[src/rrt_pkg.sv]
// Shared types, widths and codes for the tree extension block.
package rrt_pkg;

  localparam int MAX_NODES_DEF = 1024;
  localparam int COORD_W = 32;
  localparam int DIFF_W = 33;
  localparam int SQ_W = 66;
  localparam int ROOT_W = 33;
  localparam int REM_W = 36;
  localparam int STEP_W = 24;
  localparam int NUM_W = 57;
  localparam int IDX_W = 10;
  localparam int CFG_IDX_W = 3;

  localparam logic [CFG_IDX_W-1:0] REG_START_X = 3'd0;
  localparam logic [CFG_IDX_W-1:0] REG_START_Y = 3'd1;
  localparam logic [CFG_IDX_W-1:0] REG_GOAL_X = 3'd2;
  localparam logic [CFG_IDX_W-1:0] REG_GOAL_Y = 3'd3;
  localparam logic [CFG_IDX_W-1:0] REG_STEP = 3'd4;
  localparam logic [CFG_IDX_W-1:0] REG_TOL = 3'd5;

  localparam logic [1:0] ST_ADDED = 2'd0;
  localparam logic [1:0] ST_FULL = 2'd1;
  localparam logic [1:0] ST_SAME = 2'd2;

  typedef struct packed {
    logic              valid;
    logic [SQ_W-1:0]   rad;
    logic [REM_W-1:0]  rem;
    logic [ROOT_W-1:0] root;
  } sqrt_t;

  function automatic logic [DIFF_W-1:0] mag33(input logic signed [DIFF_W-1:0] d);
    mag33 = d[DIFF_W-1] ? DIFF_W'(-d) : DIFF_W'(d);
  endfunction

endpackage

[src/rrt_divider.sv]
// Two-lane restoring divider that produces one quotient bit per lane each cycle while busy.
module rrt_divider (
  input  logic                       clk,
  input  logic                       rst,
  input  logic                       start,
  input  logic [rrt_pkg::NUM_W-1:0]  num_a,
  input  logic [rrt_pkg::NUM_W-1:0]  num_b,
  input  logic [rrt_pkg::ROOT_W-1:0] den,
  output logic                       done,
  output logic [rrt_pkg::NUM_W-1:0]  quo_a,
  output logic [rrt_pkg::NUM_W-1:0]  quo_b
);
  import rrt_pkg::*;

  localparam int CNT_W = $clog2(NUM_W + 1);

  logic [CNT_W-1:0] cnt;
  logic             busy;
  logic [ROOT_W:0]  rem_a, rem_b;
  logic [ROOT_W:0]  sh_a, sh_b;

  assign sh_a = {rem_a[ROOT_W-1:0], quo_a[NUM_W-1]};
  assign sh_b = {rem_b[ROOT_W-1:0], quo_b[NUM_W-1]};

  always_ff @(posedge clk) begin
    if (rst) begin
      busy <= 1'b0;
      done <= 1'b0;
      cnt <= '0;
    end else begin
      done <= 1'b0;
      if (start) begin
        busy <= 1'b1;
        cnt <= CNT_W'(NUM_W);
      end else if (busy) begin
        cnt <= cnt - 1'b1;
        if (cnt == CNT_W'(1)) begin
          busy <= 1'b0;
          done <= 1'b1;
        end
      end
    end
    if (start) begin
      quo_a <= num_a;
      quo_b <= num_b;
      rem_a <= '0;
      rem_b <= '0;
    end else if (busy) begin
      if (sh_a >= {1'b0, den}) begin
        rem_a <= sh_a - {1'b0, den};
        quo_a <= {quo_a[NUM_W-2:0], 1'b1};
      end else begin
        rem_a <= sh_a;
        quo_a <= {quo_a[NUM_W-2:0], 1'b0};
      end
      if (sh_b >= {1'b0, den}) begin
        rem_b <= sh_b - {1'b0, den};
        quo_b <= {quo_b[NUM_W-2:0], 1'b1};
      end else begin
        rem_b <= sh_b;
        quo_b <= {quo_b[NUM_W-2:0], 1'b0};
      end
    end
  end
endmodule

[config.mk]
export PLATFORM = sky130hd
export DESIGN_NAME = rrt_divider
export DESIGN_NICKNAME = d
export VERILOG_FILES = /design/src/rrt_pkg.sv /design/src/rrt_divider.sv
export SDC_FILE = /design/constraint.sdc
export NUM_CORES = 1
export LEC_CHECK = 0
export ABC_CLOCK_PERIOD_IN_PS = 5500
export BUFFER_PORTS_ARGS = -buffer_cell sky130_fd_sc_hd__clkbuf_2
export CAP_MARGIN = 20
export CORE_ASPECT_RATIO = 0.9
export CORE_UTILIZATION = 55
export CTS_CLUSTER_SIZE = 30
export DETAILED_ROUTE_END_ITERATION = 8
export PLACE_DENSITY = 0.84
export SETUP_SLACK_MARGIN = 0.4
export SYNTH_ARGS = -nofsm -noshare
export SYNTH_HDL_FRONTEND = slang
export SYNTH_SLANG_ARGS = --single-unit
[constraint.sdc]
create_clock -name clk -period 5.5 [get_ports clk]
set_clock_uncertainty 0.2 [all_clocks]
set_input_delay 1.1 -clock clk [delete_from_list [all_inputs] [get_ports clk]]
set_output_delay 1.1 -clock clk [all_outputs]
set_load 0.03 [all_outputs]
==> results of run 1 <==
cells by family (layout without fill, tap and decap cells):
group	Yosys count	count (layout)	share of synthesized area
buffers and inverters	117	363	0.0418
flip-flops	188	188	0.426
multiplexers	136	136	0.131
AO/OA/AOI/OAI	299	299	0.169
adder cells (fa/ha/maj)	70	70	0.0773
AND/OR/NAND/NOR	283	283	0.113
XOR/XNOR	57	57	0.0433
cell type report:
class	instances	area, µm²
multi-input combinational	845	6140
inverter	58	220
clock buffer	17	425
clock inverter	15	190
tap	255	319
timing repair buffer	273	1400
fill	1631	6640
sequential	188	4910
final timing paths:
path	startpoint	end	slack (ns)	cells after the start
hold reg to reg	rem_b[4]	rem_b[4]	0.29	2
setup reg to reg	quo_b[56]	rem_b[27]	1.48	13
setup / recovery	den[0]	rem_b[27]	1.17	13
hold / removal	rem_b[4]	rem_b[4]	0.29	2
routing by layer:
layer / global-route usage / share of wire
met5: 0 / 0
met4: 0.106 / 0.029
met3: 0.0461 / 0.062
met2: 0.441 / 0.46
met1: 0.397 / 0.45
critical path, delay by kind of cell:
kind / cells / cell delay (ns)
adder cells (fa/ha/maj): 2 / 0.58
AND/OR/NAND/NOR: 3 / 0.68
AO/OA/AOI/OAI: 6 / 1.92
buffers and inverters: 2 / 0.18
flip-flops by register name (all words and copies together), names as in the netlist:
name / cells
quo_a: 57
quo_b: 57
rem_a: 33
rem_b: 33
cnt: 6
busy: 1
done: 1
metrics by stage:
| step | setup slack, ns | instance area, µm² |
|---|---|---|
| after floorplan | 0.896 | 11500 |
| after global placement | 0.888 | 13000 |
| after detailed placement | 0.825 | 13000 |
| after CTS | 1.26 | 13600 |
| after global routing | 0.908 | 13600 |
| final | 1.17 | 13600 |
synthesized netlist by cell type, drive strengths merged (3+ instances only):
library cell / n / area [µm²]
o2111a: 3 / 33.8
nor3: 20 / 100
mux2i: 22 / 220
nor4: 4 / 25.0
buf: 16 / 103
nand2b: 9 / 56.3
o21bai: 10 / 75.1
a211oi: 38 / 298
a21oi: 87 / 439
o31ai: 3 / 22.5
nand2: 86 / 323
ha: 68 / 851
nand3: 18 / 90.1
a21o: 21 / 158
o22ai: 5 / 37.5
a31o: 3 / 26.3
o31a: 5 / 43.8
and2: 5 / 31.3
inv: 58 / 218
o21a: 4 / 30.0
a32oi: 5 / 43.8
a22o: 10 / 87.6
nor4b: 3 / 26.3
nand4: 14 / 87.6
a2111oi: 3 / 26.3
a31oi: 10 / 62.6
dfxtp: 74 / 1480
nor2b: 9 / 56.3
o21ai: 63 / 315
nor2: 95 / 357
xor2: 29 / 254
clkbuf: 43 / 161
edfxtp: 114 / 3420
xnor2: 28 / 245
a21boi: 3 / 22.5
o221ai: 4 / 35.0
o211ai: 7 / 52.6
a211o: 4 / 35.0
mux2: 114 / 1280
and3: 9 / 56.3
power groups by stage:
stage / Clock [mW] / Combinational (mW) / Sequential (mW)
floorplan: 0 / 0.510 / 1.92
global placement: 0 / 0.937 / 1.75
detailed placement: 0 / 0.953 / 1.75
CTS: 1.30 / 0.960 / 1.72
global route: 1.36 / 1.04 / 1.74
finish: 1.30 / 0.965 / 1.73
==> results.py, run 1 <==
metrics = {
    "outcome": {
        "status": "finished, final reports clean",
    },
    "power": {
        "netSwitchingPower_mw": 1.35,
        "clkPwrFrac": 0.325,
        "total_leakage_power_nw": 5.88,
        "p_seq_frac": 0.433,
        "power.density_nw_per_um2": 293,
        "finalPower_mw": 3.99,
        "comb_power_share": 0.242,
        "ir_drop_mv": 0.196,
        "switching_share": 0.339,
        "internal_power_mw": 2.63,
    },
    "die": {
        "die_y_um": 139,
        "pin_count": 265,
        "dieWidth_um": 155,
        "core_area_um2": 20200,
        "start_util": 0.570,
        "dieArea_um2": 21500,
        "row_count": 49,
    },
    "critical_path": {
        "worstSetupEndpointType": "flop",
        "cp.arrival_ns": 4.46,
        "worstPathCellList": "clkbuf_2 > ha_1 > inv_1 > fa_1 > a21oi_1 > o22ai_1 > o31a_1 > a211oi_1 > nand2_1 > a21o_1 > nand2_1 > nor4b_1 > a211o_1",
        "cp_slowest_cell": "a211oi_1",
        "critPathLaunchType": "input pin",
        "required_ns": 5.63,
        "critical_path_class": "in -> reg",
        "slowest_delay_ns": 0.55,
        "worstPathMaxFanout": 22,
        "cpMostUsedCell": "nand2_1",
    },
    "route": {
        "dr_total_vias": 9766,
        "drt_first_pass_iters": 5,
        "drc": 0,
        "wl_um": 30800,
        "wl_per_cell_um": 18.6,
        "viasPerCell": 5.92,
        "ant_nets": 0,
        "drt_iter0_markers": 751,
    },
    "layout": {
        "fin_cells": 1651,
        "final_cell_mix": "clkbuf_2 (263), mux2_2 (114), edfxtp_1 (114), nor2_1 (94)",
        "diodes": 0,
        "syn_to_final_growth_pct": 18.0,
        "final_nets": 1603,
        "layout_commonest_cell": "clkbuf_2",
        "postLayoutCoreUtil": 0.672,
        "drive_above_1_share": 0.309,
    },
    "clock_network": {
        "post_cts_buffers": 0,
        "numCtsBuffers": 17,
        "htree_levels": 4,
        "cts.path.max_buffers": 2,
        "cts.reportedPaths.clkPinSlew_ns": 0.08,
        "cts_sinks": 188,
        "clkLatencyLatePin_ns": 0.44,
        "cts_tree": "yes",
        "cts_resized": 0,
        "ctsHoldBuffers": 0,
        "clockRootBuffer": "clkbuf_16",
    },
    "global_routing": {
        "grt_pass1_wl_um": 48000,
        "grt_pass1_vias": 9077,
        "gr-total-overflow": 0,
        "grt_max_degree": 92,
        "track_usage": 0.283,
        "antenna_found_initial": 0,
    },
    "worst_hold_path": {
        "min_path_type": "reg -> reg",
    },
    "place": {
        "portBuffers": 264,
        "dp_cells": 1619,
        "gp_congestion": 0.931,
        "dpl.hpwl_um": 22800,
    },
    "synth": {
        "synth_ff_type": "edfxtp_1",
        "synthArstFlopShare": 0,
        "synth_edf_count": 114,
        "ys_seq_area_frac": 0.426,
        "ys_types": 65,
        "ys_ff_latch": 188,
        "syn_nets": 1370,
        "syn_area_per_cell_um2": 10.0,
        "synthCells": 1150,
        "netlist_area_um2": 11500,
        "yosysWarnings": 0,
    },
    "timing": {
        "rsz0062_at_grt": "false",
        "whs_ns": 0.287,
        "fin_crit_ns": 4.33,
        "setup_viol": 0,
        "maxSlewViolCount": 0,
        "tns_ns": 0,
        "fin_crit_sh": 0.788,
        "finalHoldViolCount": 0,
        "fmax_mhz": 231,
        "slew-limit-headroom": 0.345,
        "worstMarginPinSlew_ns": 0.983,
    },
    "job": {
        "drv_cap": 0,
    },
}
No activity file was read; power rests on OpenSTA's default activity.
==> run 2: changes to the inputs <==
ABC_CLOCK_PERIOD_IN_PS = 3950   (was 5500)
CORE_UTILIZATION = 50   (was 55)
PLACE_DENSITY = 0.81   (was 0.84)
clock period = 3.95 ns   (was 5.5 ns; I/O delays follow)
==> run 2 against run 1 <==
  * Register-to-register slack worse by 1.0 ns
  * Total power is 41% higher
  * Sequential cell count is the same
  * Critical path depth up 1
  * Sequential power up 39%
  * Clock power rose by 40%
  * Clock-buffer cell count is the same
  * First-iteration DRC count stayed put
  * Cell count rose by 3.9%
  * Utilization shrank 5.2 points
  * Combinational power rose by 45%
==> results.py, run 2 (synthesized netlist as in run 1, its figures left out) <==
metrics = {
    "timing": {
        "setup_slack_ns": 0.455,
        "finalHoldViolCount": 0,
        "fin_crit_sh": 0.885,
        "worstMarginPinSlew_ns": 0.723,
        "fmax_mhz": 286,
        "fin_crit_ns": 3.49,
        "tns_ns": 0,
        "slew-limit-headroom": 0.514,
        "maxSlewViolCount": 0,
        "setup_viol": 0,
        "rsz0062_at_grt": "true",
    },
    "die": {
        "die_y_um": 146,
        "row_count": 52,
        "dieArea_um2": 23700,
        "pin_count": 265,
        "start_util": 0.510,
        "dieWidth_um": 162,
        "core_area_um2": 22600,
    },
    "clock_network": {
        "cts.reportedPaths.clkPinSlew_ns": 0.08,
        "cts_sinks": 188,
        "ctsHoldBuffers": 0,
        "cts.path.max_buffers": 2,
        "clkLatencyLatePin_ns": 0.44,
        "clockRootBuffer": "clkbuf_16",
        "numCtsBuffers": 17,
        "htree_levels": 4,
        "cts_tree": "yes",
    },
    "global_routing": {
        "antenna_found_initial": 0,
        "grt_max_degree": 115,
        "gr-total-overflow": 0,
        "grt_pass1_vias": 9510,
        "track_usage": 0.270,
        "grt_pass1_wl_um": 49900,
    },
    "route": {
        "wl_per_cell_um": 19.1,
        "m1WireLength_um": 13800,
        "drt_iter0_markers": 751,
        "drc": 0,
        "wl_um": 32800,
        "viasPerCell": 5.84,
        "ant_nets": 0,
        "wl_met3_um": 2350,
        "drt_first_pass_iters": 5,
        "dr_total_vias": 10000,
        "dr.max_layer_used": "met4",
        "dr_wl_met2_um": 15700,
    },
    "power": {
        "power.density_nw_per_um2": 402,
        "total_leakage_power_nw": 6.03,
        "ir_drop_mv": 0.279,
    },
    "critical_path": {
        "cp_slowest_cell": "edfxtp_1",
        "r2r_setup_slack_ns": 0.46,
        "critical_path_buf_inv_count": 3,
        "worstPathCellList": "inv_2 > ha_1 > inv_1 > fa_2 > a21o_1 > a31o_2 > a21oi_2 > o22ai_2 > o2111a_1 > a211oi_4 > buf_4 > mux2_2 > mux2i_1 > nor2_1",
        "critPathLaunchType": "flop",
        "cp_top_family": "compound AO/OA/AOI/OAI gates",
        "worstSetupEndpointType": "flop",
        "cp.arrival_ns": 3.61,
        "critical_path_class": "reg -> reg",
        "worstPathMaxFanout": 4,
        "slowest_delay_ns": 0.44,
        "required_ns": 4.06,
    },
    "layout": {
        "diodes": 0,
        "final_nets": 1625,
        "drive_above_1_share": 0.329,
        "syn_to_final_growth_pct": 21.4,
        "layout_commonest_cell": "clkbuf_2",
        "final_cell_mix": "clkbuf_2 (263), mux2_2 (114), edfxtp_1 (114), nor2_1 (94)",
        "reg_top3": "quo_a (57), quo_b (57)",
    },
    "worst_hold_path": {
        "min_path_type": "reg -> reg",
    },
    "job": {
        "drv_cap": 0,
    },
    "place": {
        "dpl.hpwl_um": 23700,
        "pre_cts_slack_ns": 0.0543,
        "portBuffers": 264,
        "gp_congestion": 0.950,
    },
    "outcome": {
        "status": "finished, final reports clean",
    },
}
[run 2: changes by cell type in the layout (fill, tap and decap cells not counted), sizes merged]
cell      delta
clkbuf       +2
clkinv       +1
inv          -2
clkinvlp     +1
buf         +20
[run 2: final cells by class]
cell class / instances / area (µm²)
flip-flops and latches: 188 / 4910
clock inverters: 15 / 195
well taps: 297 / 372
inverters: 58 / 221
repair buffers: 295 / 1650
fillers: 1831 / 8590
multi-input cells: 845 / 6220
clock buffers: 17 / 425
[run 2: tightest hold or removal path: cells and delay by family (launching register included)]
kind / cells / cell delay [ns]
and+or+nand+nor: 1 / 0.05
DFF: 1 / 0.33
AOI/OAI and AO/OA: 1 / 0.06
[run 2: final timing paths]
path               end      start  cells after the start
min reg2reg  rem_b[10]  rem_b[10]                      2
max reg2reg  rem_a[19]  quo_a[56]                     14
min          rem_b[10]  rem_b[10]                      2
max          rem_a[19]  quo_a[56]                     14
[run 2: power by group]
part	total, mW	internal [mW]	switching (mW)
Clock	1.82	0.880	0.937
Sequential	2.41	2.29	0.126
Combinational	1.40	0.537	0.864
Total	5.63	3.70	1.93
[run 2: metrics by stage]
step | instances | hold WS [ns] | utilization | instance area, µm² | total power [mW]
floorplan | 1150 | 0.240 | - | 11600 | 3.38
global placement | 1674 | 0.258 | 0.584 | 13200 | 3.77
detailed placement | 1674 | 0.280 | 0.584 | 13200 | 3.80
CTS | 1706 | 0.297 | 0.611 | 13800 | 5.62
global route | 1715 | 0.331 | 0.620 | 14000 | 5.85
finish | 1715 | 0.290 | 0.620 | 14000 | 5.63
[run 2: timing repair]
action                                 4_1_cts  5_1_grt
setup endpoints to repair                    0       60
resized for setup                            0       25
endpoints found under the hold margin        0        0
setup buffers                                0        7
[run 2: layer usage]
layer,track usage,up-vias
met5,0,-
met4,0.0991,0
met3,0.0472,72
met2,0.441,422
met1,0.358,4761
li1,-,4758
