--- src/rrt_pkg.sv ---
// Shared types, widths and codes for the tree extension block.
package rrt_pkg;

  localparam int MAX_NODES_DEF = 1024;
  localparam int COORD_W = 32;
  localparam int DIFF_W = 33;
  localparam int SQ_W = 66;
  localparam int ROOT_W = 33;
  localparam int REM_W = 36;
  localparam int STEP_W = 24;
  localparam int NUM_W = 57;
  localparam int IDX_W = 10;
  localparam int CFG_IDX_W = 3;

  localparam logic [CFG_IDX_W-1:0] REG_START_X = 3'd0;
  localparam logic [CFG_IDX_W-1:0] REG_START_Y = 3'd1;
  localparam logic [CFG_IDX_W-1:0] REG_GOAL_X = 3'd2;
  localparam logic [CFG_IDX_W-1:0] REG_GOAL_Y = 3'd3;
  localparam logic [CFG_IDX_W-1:0] REG_STEP = 3'd4;
  localparam logic [CFG_IDX_W-1:0] REG_TOL = 3'd5;

  localparam logic [1:0] ST_ADDED = 2'd0;
  localparam logic [1:0] ST_FULL = 2'd1;
  localparam logic [1:0] ST_SAME = 2'd2;

  typedef struct packed {
    logic              valid;
    logic [SQ_W-1:0]   rad;
    logic [REM_W-1:0]  rem;
    logic [ROOT_W-1:0] root;
  } sqrt_t;

  function automatic logic [DIFF_W-1:0] mag33(input logic signed [DIFF_W-1:0] d);
    mag33 = d[DIFF_W-1] ? DIFF_W'(-d) : DIFF_W'(d);
  endfunction

endpackage

--- src/rrt_sqrt_cell.sv ---
// One cell of the square root chain: settles one root bit per item and hands on.
module rrt_sqrt_cell (
  input  logic          clk,
  input  logic          rst,
  input  rrt_pkg::sqrt_t din,
  output rrt_pkg::sqrt_t dout
);
  import rrt_pkg::*;

  logic [REM_W-1:0] rem_sh;
  logic [REM_W-1:0] trial;

  assign rem_sh = {din.rem[REM_W-3:0], din.rad[SQ_W-1:SQ_W-2]};
  assign trial = {1'b0, din.root, 2'b01};

  always_ff @(posedge clk) begin
    if (rst) begin
      dout.valid <= 1'b0;
    end else begin
      dout.valid <= din.valid;
    end
    dout.rad <= {din.rad[SQ_W-3:0], 2'b00};
    if (rem_sh >= trial) begin
      dout.rem <= rem_sh - trial;
      dout.root <= {din.root[ROOT_W-2:0], 1'b1};
    end else begin
      dout.rem <= rem_sh;
      dout.root <= {din.root[ROOT_W-2:0], 1'b0};
    end
  end
endmodule

--- config.mk ---
export PLATFORM = sky130hd
export DESIGN_NAME = rrt_sqrt_cell
export DESIGN_NICKNAME = d
export VERILOG_FILES = /design/src/rrt_pkg.sv /design/src/rrt_sqrt_cell.sv
export SDC_FILE = /design/constraint.sdc
export NUM_CORES = 1
export LEC_CHECK = 0
export BUFFER_PORTS_ARGS = -buffer_cell sky130_fd_sc_hd__clkbuf_2
export CAP_MARGIN = 25
export CORE_ASPECT_RATIO = 0.75
export CORE_MARGIN = 5
export CORE_UTILIZATION = 45
export DETAILED_ROUTE_END_ITERATION = 8
export GPL_TIMING_DRIVEN = 0
export HOLD_SLACK_MARGIN = 0.02
export PLACE_DENSITY = 0.8
export SYNTH_ARGS = -nofsm -noshare
export SYNTH_HDL_FRONTEND = slang
export SYNTH_SLANG_ARGS = --single-unit
export TNS_END_PERCENT = 50
--- constraint.sdc ---
create_clock -name clk -period 3.7 [get_ports clk]
set_clock_uncertainty 0.2 [all_clocks]
set_input_delay 0.37 -clock clk [delete_from_list [all_inputs] [get_ports clk]]
set_output_delay 0.37 -clock clk [all_outputs]
set_load 0.01 [all_outputs]
==> metrics.md, run 1 <==
| Metric | Value |
|---|---|
| RD Place Congestion | approximately 0.85 |
| CP top delay family | compound AO/OA/AOI/OAI gates |
| WP buf/inv | 5 |
| Critical path's largest stage delay | about 560 ps |
| Clk buf depth | 2 |
| FILL cells | 721 |
| Register area share after synthesis | 50.87% |
| Fin crit share | between 90% and 100% |
| Core area | 11530 um^2 |
| Pleak | about 0.0044 uW |
| Critical path cell sequence | dlygate4sd3_1, clkbuf_2, inv_1, ha_1, a21oi_2, o21ai_0, nor3b_1, o41ai_2, o211ai_4, a41o_4, a21oi_4, inv_4, buf_6, mux2_4 |
| Util after Layout | 75.60% |
| # clock sinks | 134 |
| DR DRC count | 0 |
| First-pass GRT wire length | 31.36 mm |
| Overall Global Routing Usage | between 20 and 30% |
| H-tree depth | 4 |
| Async SR Flop Fraction | 0% |
| Fin. Hold Viols | 0 |
| IO Count | 274 |
| Drt first pass iters | 5 |
| FP Rows | 34 |
| Area delta synth->final | 65.27% |
| CTS tree | built |
| Fmax | 280.3 MHz |
| Clock period minus worst slack | 3568 ps |
| Final WS setup | 132.1 ps |
| Number of buffer cells added on primary ports | between 200 and 300 |
| Routed Antenna Nets | 0 |
| Biggest regs | dout x134 |
| Endpoint class of the critical path | flop |
| CP Launch Type | input pin |
| Die W | 135.0 um |
| DRT iter0 DRCs | between 200 and 300 |
| CP Max Fanout | 10 |
| Synth top cells by count | 134 x dfxtp_1, 47 x inv_1, 35 x ha_1 |
| Synth Register Bits | ~130 |
| Yosys cell types | between 50 and 60 |
| Number of flops mapped to enable cells by yosys | 0 |
| Slowest-stage cell, CP | dlygate4sd3_1 |
| Final Cell Area | a little under 9000 um^2 |
| Clk root buf | clkbuf_16 |
| GRT overflow | 0 |
| Met2 wire length | 10.07 mm |
| Status | finished clean |
| Pwr/cell area | 490.7 nW/um^2 |
| Top reg by flops | dout |
| Nets | between 1000 and 1500 |
| CP Data Required Time | about 3800 ps |
| Highest metal used | met4 |
| Clk slew on worst S/H paths | 70 ps |
| Hold Crit Start | din[56] |
| Ys Warns | 0 |
| Slew Viols, Final | 0 |
| Worst min path class | in -> reg |
| WL final | 20.18 mm |
| Detailed placer's ending HPWL | 12.48 mm |
| Die footprint | 14010 um^2 |
| Total power | 4277 uW |
| Crit path arrival time | 3660 ps |
| Met3 wire len | roughly 1.4 mm |
| Main flop type after synthesis | dfxtp_1 |
| Syn avg cell area | ~11 um^2 |
| CP startpoint | din[17] |
| Peak supply drop | 0.0003981 V |
| Largest net degree at the start of global routing | 17 |
| Setup TNS | 0 ps |
| Largest register FFs | 134 |
| Share of cells above drive strength 1 | just under 40% |
| Initial Util | 45.75% |
| Routed vias/inst | slightly below 5 |
| Synth top area share | 50.87% |
| Synthesized area | 5274 um^2 |
| Area leader, netlist | dfxtp_1 |
| Kind of critical path | in -> reg |
| Least-Margin Pin Slew | 675.2 ps |
| M1 WL | 7.802 mm |
| Most frequent cell after synthesis | dfxtp_1 |
| Die Y | roughly 100 um |
| TritonCTS Buffers | 17 |
| Vias in the first global route | 5761 |
| Antenna Cells | 0 |
| Via Count | 5334 |
| Max-cap violation count | 0 |
| Initial antenna violation count | 0 |
| Main area contributors after synthesis | dfxtp_1 51%, ha_1 8.3%, mux2_4 7.4%, inv_1 3.3%, xnor2_1 3.2% |
| Max_slew headroom | 54.99% |
| Cells after synthesis | between 400 and 500 |
| Setup violators final | 0 |
| Placed cell areas | 6827 um^2 |
| Routed len/inst | 18.79 um |
| Worst slack, placed | 189.6 ps |
## kinds of logic (layout without fill, tap and decap cells)
group	after synthesis	in the layout	share of synthesized area [%]
AND/OR/NAND/NOR	89	89	8.660
XOR/XNOR	31	31	5.148
buffers and inverters	57	489	4.674
AO/OA/AOI/OAI	100	100	13.62
flip-flops	134	134	50.87
multiplexers	32	32	8.659
other	1	2	0.07111
adder cells (fa/ha/maj)	35	35	8.304
## report_power, final
group / internal, uW / switching, uW / leakage (uW)
logic: 505 / 482 / 0.00302
clock network: 912 / 742 / 0.000278
registers: 1590 / 49.4 / 0.00113
## stage by stage
stage,cells,hold WS [ps]
after global routing,1074,22.86
after CTS,1069,21.84
final,1074,27.77
after floorplan,480,197.7
after global placement,911,272.4
after detailed placement,911,273.9
## metal layers
metal	vias up	GRT usage (%)
li1	2497	-
met2	243	50.54
met3	67	7.461
met4	0	14.32
met5	-	0.3704
met1	2527	30.56
## worst paths after layout
path       end  cells after the start
max   dout[67]                     14
min   dout[58]                      2
## cell usage in the layout, fill, tap and decap left out, types with 17 or more instances in the layout
cell / count
dfxtp_1: 134
nand2_1: 27
o21ai_0: 20
dlygate4sd3_1: 126
clkbuf_16: 17
clkbuf_2: 269
a21oi_1: 32
ha_1: 35
mux2_4: 26
inv_1: 47
xnor2_1: 19
## cell type report
type                    count  area (um^2)  share of cell area [%]
multi-input cells         289         2364                   27.12
flip-flops and latches    134         2683                   30.78
well taps                 162        202.7                   2.326
clock buffers              18        439.2                   5.039
repair buffers            401         2653                   30.43
plain buffers               8        60.06                  0.6891
inverters                  48        182.7                   2.096
clock inverters            14        132.6                   1.522
## what timing repair did
item	4_1_cts	5_1_grt
setup buffers	0	6
hold endpoints to repair	125	0
hold buffers	126	0
resized for setup	0	3
setup endpoints to repair	0	29
(Power assumes the default switching activity.)
==> inputs of run 2 (changes only) <==
Settings changed: GPL_TIMING_DRIVEN 0 to unset.
==> run 2 against run 1 <==
  * Via count shrank 0.99%
  * Critical path type unchanged
  * Critical path depth shrank 1
  * Core utilization is essentially flat
  * Hold slack gained 6.7 ps
  * Global-route usage grew 0.44 points
  * Critical endpoint is now dout[47]
  * Setup slack gained 25 ps
  * Design area is essentially flat
  * Sequential cell count is the same
  * Sequential share of layout area is essentially flat
  * Count of clock-buffer cells in the layout is the same
  * Highest routed layer unchanged
  * Clock power grew 4%
==> metrics.md, run 2 (synthesized netlist as in run 1, its figures left out) <==
| Metric | Value |
|---|---|
| Commonest non-fill, non-tap cell in the layout | clkbuf_2 |
| Largest net degree at the start of global routing | 36 |
| Detailed placer's ending HPWL | 12.18 mm |
| Die footprint | 14010 um^2 |
| CP Max Fanout | 18 |
| Endpoint class of the critical path | flop |
| IO Count | 274 |
| Initial Util | 45.75% |
| Antenna Cells | 0 |
| Fin. Hold Viols | 0 |
| Routed Antenna Nets | 0 |
| Pleak | 0.004426 uW |
| Core area | 11530 um^2 |
| Largest register FFs | 134 |
| TritonCTS Buffers | 17 |
| H-tree depth | 4 |
| WL final | 20.65 mm |
| Share of power burned in registers | 37.7% |
| Min Hold Slack | around 34 ps |
| Initial antenna violation count | 0 |
| GRT overflow | 0 |
| Sw Pwr | approximately 1200 uW |
| Clk root buf | clkbuf_16 |
| Post-Layout Cell Count | 1069 |
| Clock period minus worst slack | ~3500 ps |
| Routed vias/inst | just under 5 |
| Comb power frac | between 20% and 30% |
| Overall Global Routing Usage | between 20% and 30% |
| Least-Margin Pin Slew | between 600 and 700 ps |
| FILL cells | just under 700 |
| Peak supply drop | 0.0004966 V |
| Die Y | 103.8 um |
| Via Count | around 5300 |
| Worst min path class | in -> reg |
| # clock sinks | 134 |
| DR DRC count | 0 |
| Slew Viols, Final | 0 |
| Die W | 135.0 um |
| Final WS setup | 156.7 ps |
| Setup TNS | 0 ps |
| Worst slack, placed | 158.9 ps |
| Net Sw Frac | 28.10% |
| Crit path arrival time | about 3600 ps |
| CP Launch Type | input pin |
| Vias in the first global route | 5640 |
| First-pass GRT wire length | 31.71 mm |
| Setup violators final | 0 |
| FP Rows | 34 |
| Nets | 1067 |
| Pwr/cell area | 498.2 nW/um^2 |
| RD Place Congestion | 0.8690 |
| Cell-internal power | 3123 uW |
| Util after Layout | between 70 and 80% |
| Drt first pass iters | 5 |
| Highest-count cells in the layout ignoring fill and taps | 269 x clkbuf_2, 134 x dfxtp_1, 125 x dlygate4sd3_1, 47 x inv_1, 35 x ha_1 |
| Clk buf depth | 2 |
| Fmax | 282.2 MHz |
| CTS tree | built |
| Max-cap violation count | 0 |
| Biggest regs | dout x134 |
| Kind of critical path | in -> reg |
| Clock share of power | 39.6% |
| Top reg by flops | dout |
| Placed Cells | 910 |
| CP Data Required Time | around 3800 ps |
| Routed len/inst | a little under 20 um |
| Clk slew on worst S/H paths | 60 ps |
| Area delta synth->final | 65.31% |
| Status | finished clean |
| DRT iter0 DRCs | approximately 260 |
| Fin crit share | 95.76% |
| Number of buffer cells added on primary ports | 269 |
| Share of cells above drive strength 1 | just under 40% |
| Max_slew headroom | 58.27% |
-- run 2: power by group through the flow --
stage	sequential, uW	clock (uW)	combinational [uW]
floorplan	1730	0	437
global placement	1650	0	816
detailed placement	1660	0	833
CTS	1630	1730	948
global route	1650	1810	1060
finish	1640	1720	987
-- run 2: worst paths after layout --
kind / start / to / slack, ps / depth (start not counted)
max: din[17] / dout[47] / 160 / 13
min: din[47] / dout[49] / 30 / 2
-- run 2: metrics by stage --
stage / total power, uW / area [um^2]
2_1_floorplan: 2169 / 5278
3_5_place_dp: 2491 / 6823
4_1_cts: 4303 / 8677
5_1_grt: 4517 / 8718
3_3_place_gp: 2471 / 6823
6_report: 4344 / 8718
-- run 2: critical path: stages --
cell and delay (ps):
dlygate4sd3_1 560, clkbuf_2 130, inv_1 50, ha_1 380, a21oi_1 250, o21ai_0 100, nor3b_1 150, o41ai_2 310
o211ai_4 140, a41o_4 340, a21oi_4 270, clkinv_8 200, mux2_4 340
-- run 2: area by class of cell --
type | instances | area [um^2] | share of cell area [%]
well taps | 162 | 202.7 | 2.325
multi-input cells | 289 | 2351 | 26.97
repair inverters | 1 | 8.758 | 0.1005
clock inverters | 14 | 163.9 | 1.880
repair buffers | 403 | 2678 | 30.71
clock buffers | 18 | 439.2 | 5.037
flip-flops and latches | 134 | 2683 | 30.77
inverters | 48 | 192.7 | 2.210
-- run 2: repair_timing --
item / 4_1_cts / 5_1_grt
gates resized for setup: 0 / 4
hold endpoints to repair: 124 / 0
hold buffers: 125 / 0
setup endpoints to repair: 0 / 34
buffers inserted: 0 / 1
-- run 2: layer usage --
metal	GRT usage, %	wire length, um	up-vias
li1	-	-	2486
met1	31.31	7819	2464
met5	0	0	-
met2	51.11	10350	269
met3	8.285	1540	62
met4	13.38	948	0
==> inputs of run 3 (changes only) <==
Settings changed: ABC_AREA set to 1, CORE_UTILIZATION 45 to 47.
==> run 3 against run 2 <==
  * Critical path type unchanged
  * Hold slack gained 26 ps
  * Synthesized area grew 14%
  * Sequential cell count is the same
  * Wire length grew 0.44%
  * Count of clock-buffer cells in the layout is the same
==> metrics.md, run 3 <==
| Metric | Value |
|---|---|
| DRT iter0 DRCs | 376 |
| Detailed placer's ending HPWL | about 15 mm |
| Synth top cells by count | 311 x nand2_1, 134 x dfxtp_1, 132 x inv_1 |
| Fin crit share | 77.28% |
| CP Launch Type | input pin |
| Crit path arrival time | 3010 ps |
| Die W | roughly 140 um |
| RSZ-0062 raised after global routing | false |
| Async SR Flop Fraction | 0% |
| First-pass GRT wire length | 32.37 mm |
| Initial antenna violation count | 1 |
| TritonCTS Buffers | 17 |
| # clock sinks | 134 |
| Max-cap violation count | 0 |
| Area leader, netlist | dfxtp_1 |
| CP Max Fanout | 35 |
| Fmax | roughly 350 MHz |
| Largest register FFs | about 130 |
| Yosys cell types | 27 |
| Vias in the first global route | ~6500 |
| Number of buffer cells added on primary ports | 269 |
| Cells after synthesis | 826 |
| CP Data Required Time | 3850 ps |
| Setup Buffers After CTS | 0 |
| Share of cells above drive strength 1 | 26.78% |
| Placed cell areas | 7501 um^2 |
| Most frequent cell after synthesis | nand2_1 |
| Core area | 12390 um^2 |
| Main area contributors after synthesis | dfxtp_1 45%, nand2_1 19%, inv_1 8.2%, ha_1 7.3%, nor2_1 3.6% |
| Worst min path class | in -> reg |
| Hold-fix buffers, CTS | between 100 and 150 |
| Routed len/inst | 14.62 um |
| Crit path capture | dout[61] |
| Die footprint | 15190 um^2 |
| Pwr/cell area | 461.4 nW/um^2 |
| Main flop type after synthesis | dfxtp_1 |
| Clk slew on worst S/H paths | approximately 60 ps |
| Final Cell Area | ~9400 um^2 |
| Commonest non-fill, non-tap cell in the layout | nand2_1 |
| Synthesized area | 6020 um^2 |
| Biggest regs | dout x134 |
| Routed Antenna Nets | 0 |
| Routed vias/inst | around 4.6 |
| Resize count post-CTS | 0 |
| Highest-count cells in the layout ignoring fill and taps | 311 x nand2_1, 269 x clkbuf_2, 134 x dfxtp_1, 132 x inv_1, 131 x dlygate4sd3_1 |
| Setup TNS | 0 ps |
| Nets | 1411 |
| Top reg by flops | dout |
| Fin. Hold Viols | 0 |
| RD Place Congestion | 0.8992 |
| Largest net degree at the start of global routing | 38 |
| GRT overflow | 0 |
| WL final | roughly 21 mm |
| IO Count | 274 |
| Initial Util | 48.57% |
| FP Rows | 35 |
| Synth top area share | 44.56% |
| Least-Margin Pin Slew | 654.8 ps |
| Status | finished clean |
| DR DRC count | 0 |
| Util after Layout | 76.11% |
| Clk root buf | clkbuf_16 |
| Max_slew headroom | 56.28% |
| Clock period minus worst slack | about 2900 ps |
| Clk buf depth | 2 |
| FILL cells | 905 |
| Register area share after synthesis | 44.56% |
| Pleak | between 0.005 and 0.006 uW |
| Overall Global Routing Usage | 26.62% |
| Via Count | 6591 |
| Setup violators final | 0 |
| Area delta synth->final | 56.70% |
| Peak supply drop | ~0.00036 V |
| Slew Viols, Final | 0 |
| Ys Warns | 0 |
| Syn avg cell area | 7.288 um^2 |
| Number of flops mapped to enable cells by yosys | 0 |
| Kind of critical path | in -> reg |
| CP startpoint | din[27] |
| Endpoint class of the critical path | flop |
| Die Y | 108.0 um |
| Synth Register Bits | 134 |
| CTS tree | built |
| Drt first pass iters | 5 |
| H-tree depth | 4 |
## run 3: cell types whose count changed after synthesis, sizes merged, moves of 11 or more
cell | before | now
and3 | 11 | 0
inv | 48 | 140
mux2 | 31 | 0
nand2 | 27 | 318
nand3 | 9 | 39
nand3b | 0 | 11
nor2 | 12 | 64
o21ai | 20 | 7
xnor2 | 19 | 1
## run 3: logic make-up (layout without fill, tap and decap cells)
| group | after synthesis | after routing | share of synthesized area, % |
|---|---|---|---|
| buf+inv | 149 | 573 | 10.12 |
| fa+ha+maj | 35 | 35 | 7.275 |
| flops | 134 | 134 | 44.56 |
| xor+xnor | 19 | 19 | 2.765 |
| other cells | 1 | 4 | 0.06230 |
| simple gates | 447 | 447 | 31.59 |
| compound gates | 41 | 41 | 3.617 |
## run 3: area by class of cell
| class | count | area (um^2) | area share (%) |
|---|---|---|---|
| multi-input combinational | 544 | 2731 | 28.96 |
| tap | 166 | 207.7 | 2.202 |
| antenna | 2 | 5.005 | 0.05306 |
| inverter | 140 | 525.5 | 5.571 |
| clock buffer | 18 | 429.2 | 4.550 |
| clock inverter | 14 | 186.4 | 1.976 |
| sequential | 134 | 2683 | 28.44 |
| timing repair buffer | 401 | 2665 | 28.25 |
## run 3: metrics by stage
| stage | instances | power (uW) | worst slack (ps) | hold slack [ps] |
|---|---|---|---|---|
| finish | 1419 | 4352 | 840.5 | 60.53 |
| global route | 1418 | 4556 | 594.0 | 98.73 |
| floorplan | 827 | 2149 | 1610 | 197.7 |
| global placement | 1254 | 2460 | 999.1 | 271.9 |
| CTS | 1417 | 4359 | 852.8 | 33.87 |
| detailed placement | 1254 | 2476 | 994.8 | 273.9 |
## run 3: critical path, stage by stage
cell and delay (ps):
dlygate4sd3_1 530, clkbuf_2 110, inv_1 40, ha_1 360, a21oi_1 250, o21ai_0 170, a21oi_1 190, nand2_1 70
nor2_1 120, nand2_2 80, inv_2 480, nand2_1 130, nand2_1 100
## run 3: layer usage
layer,vias to the layer above,track usage [%],part of all wire [%]
li1,3335,-,-
met2,286,45.22,48
met3,38,6.322,8.4
met5,-,0,0
met4,0,7.192,2.0
met1,2932,34.15,42
## run 3: power breakdown
part | switching (uW) | total [uW] | leakage [uW] | internal, uW
Clock | 687 | 1770 | 0.000295 | 1080
Combinational | 557 | 966 | 0.00386 | 409
Sequential | 38.7 | 1620 | 0.00113 | 1580
Total | 1280 | 4350 | 0.00528 | 3070
## run 3: how the worst min path moves through the flow
stage | from | endpoint | slack, ps | cells past startpoint
CTS | din[133] | dout[33] | 30 | 3
floorplan | din[98] | dout[100] | 200 | 0
global placement | din[80] | dout[82] | 270 | 1
detailed placement | din[76] | dout[78] | 270 | 1
finish | din[133] | dout[33] | 60 | 3
global route | din[66] | dout[68] | 100 | 3
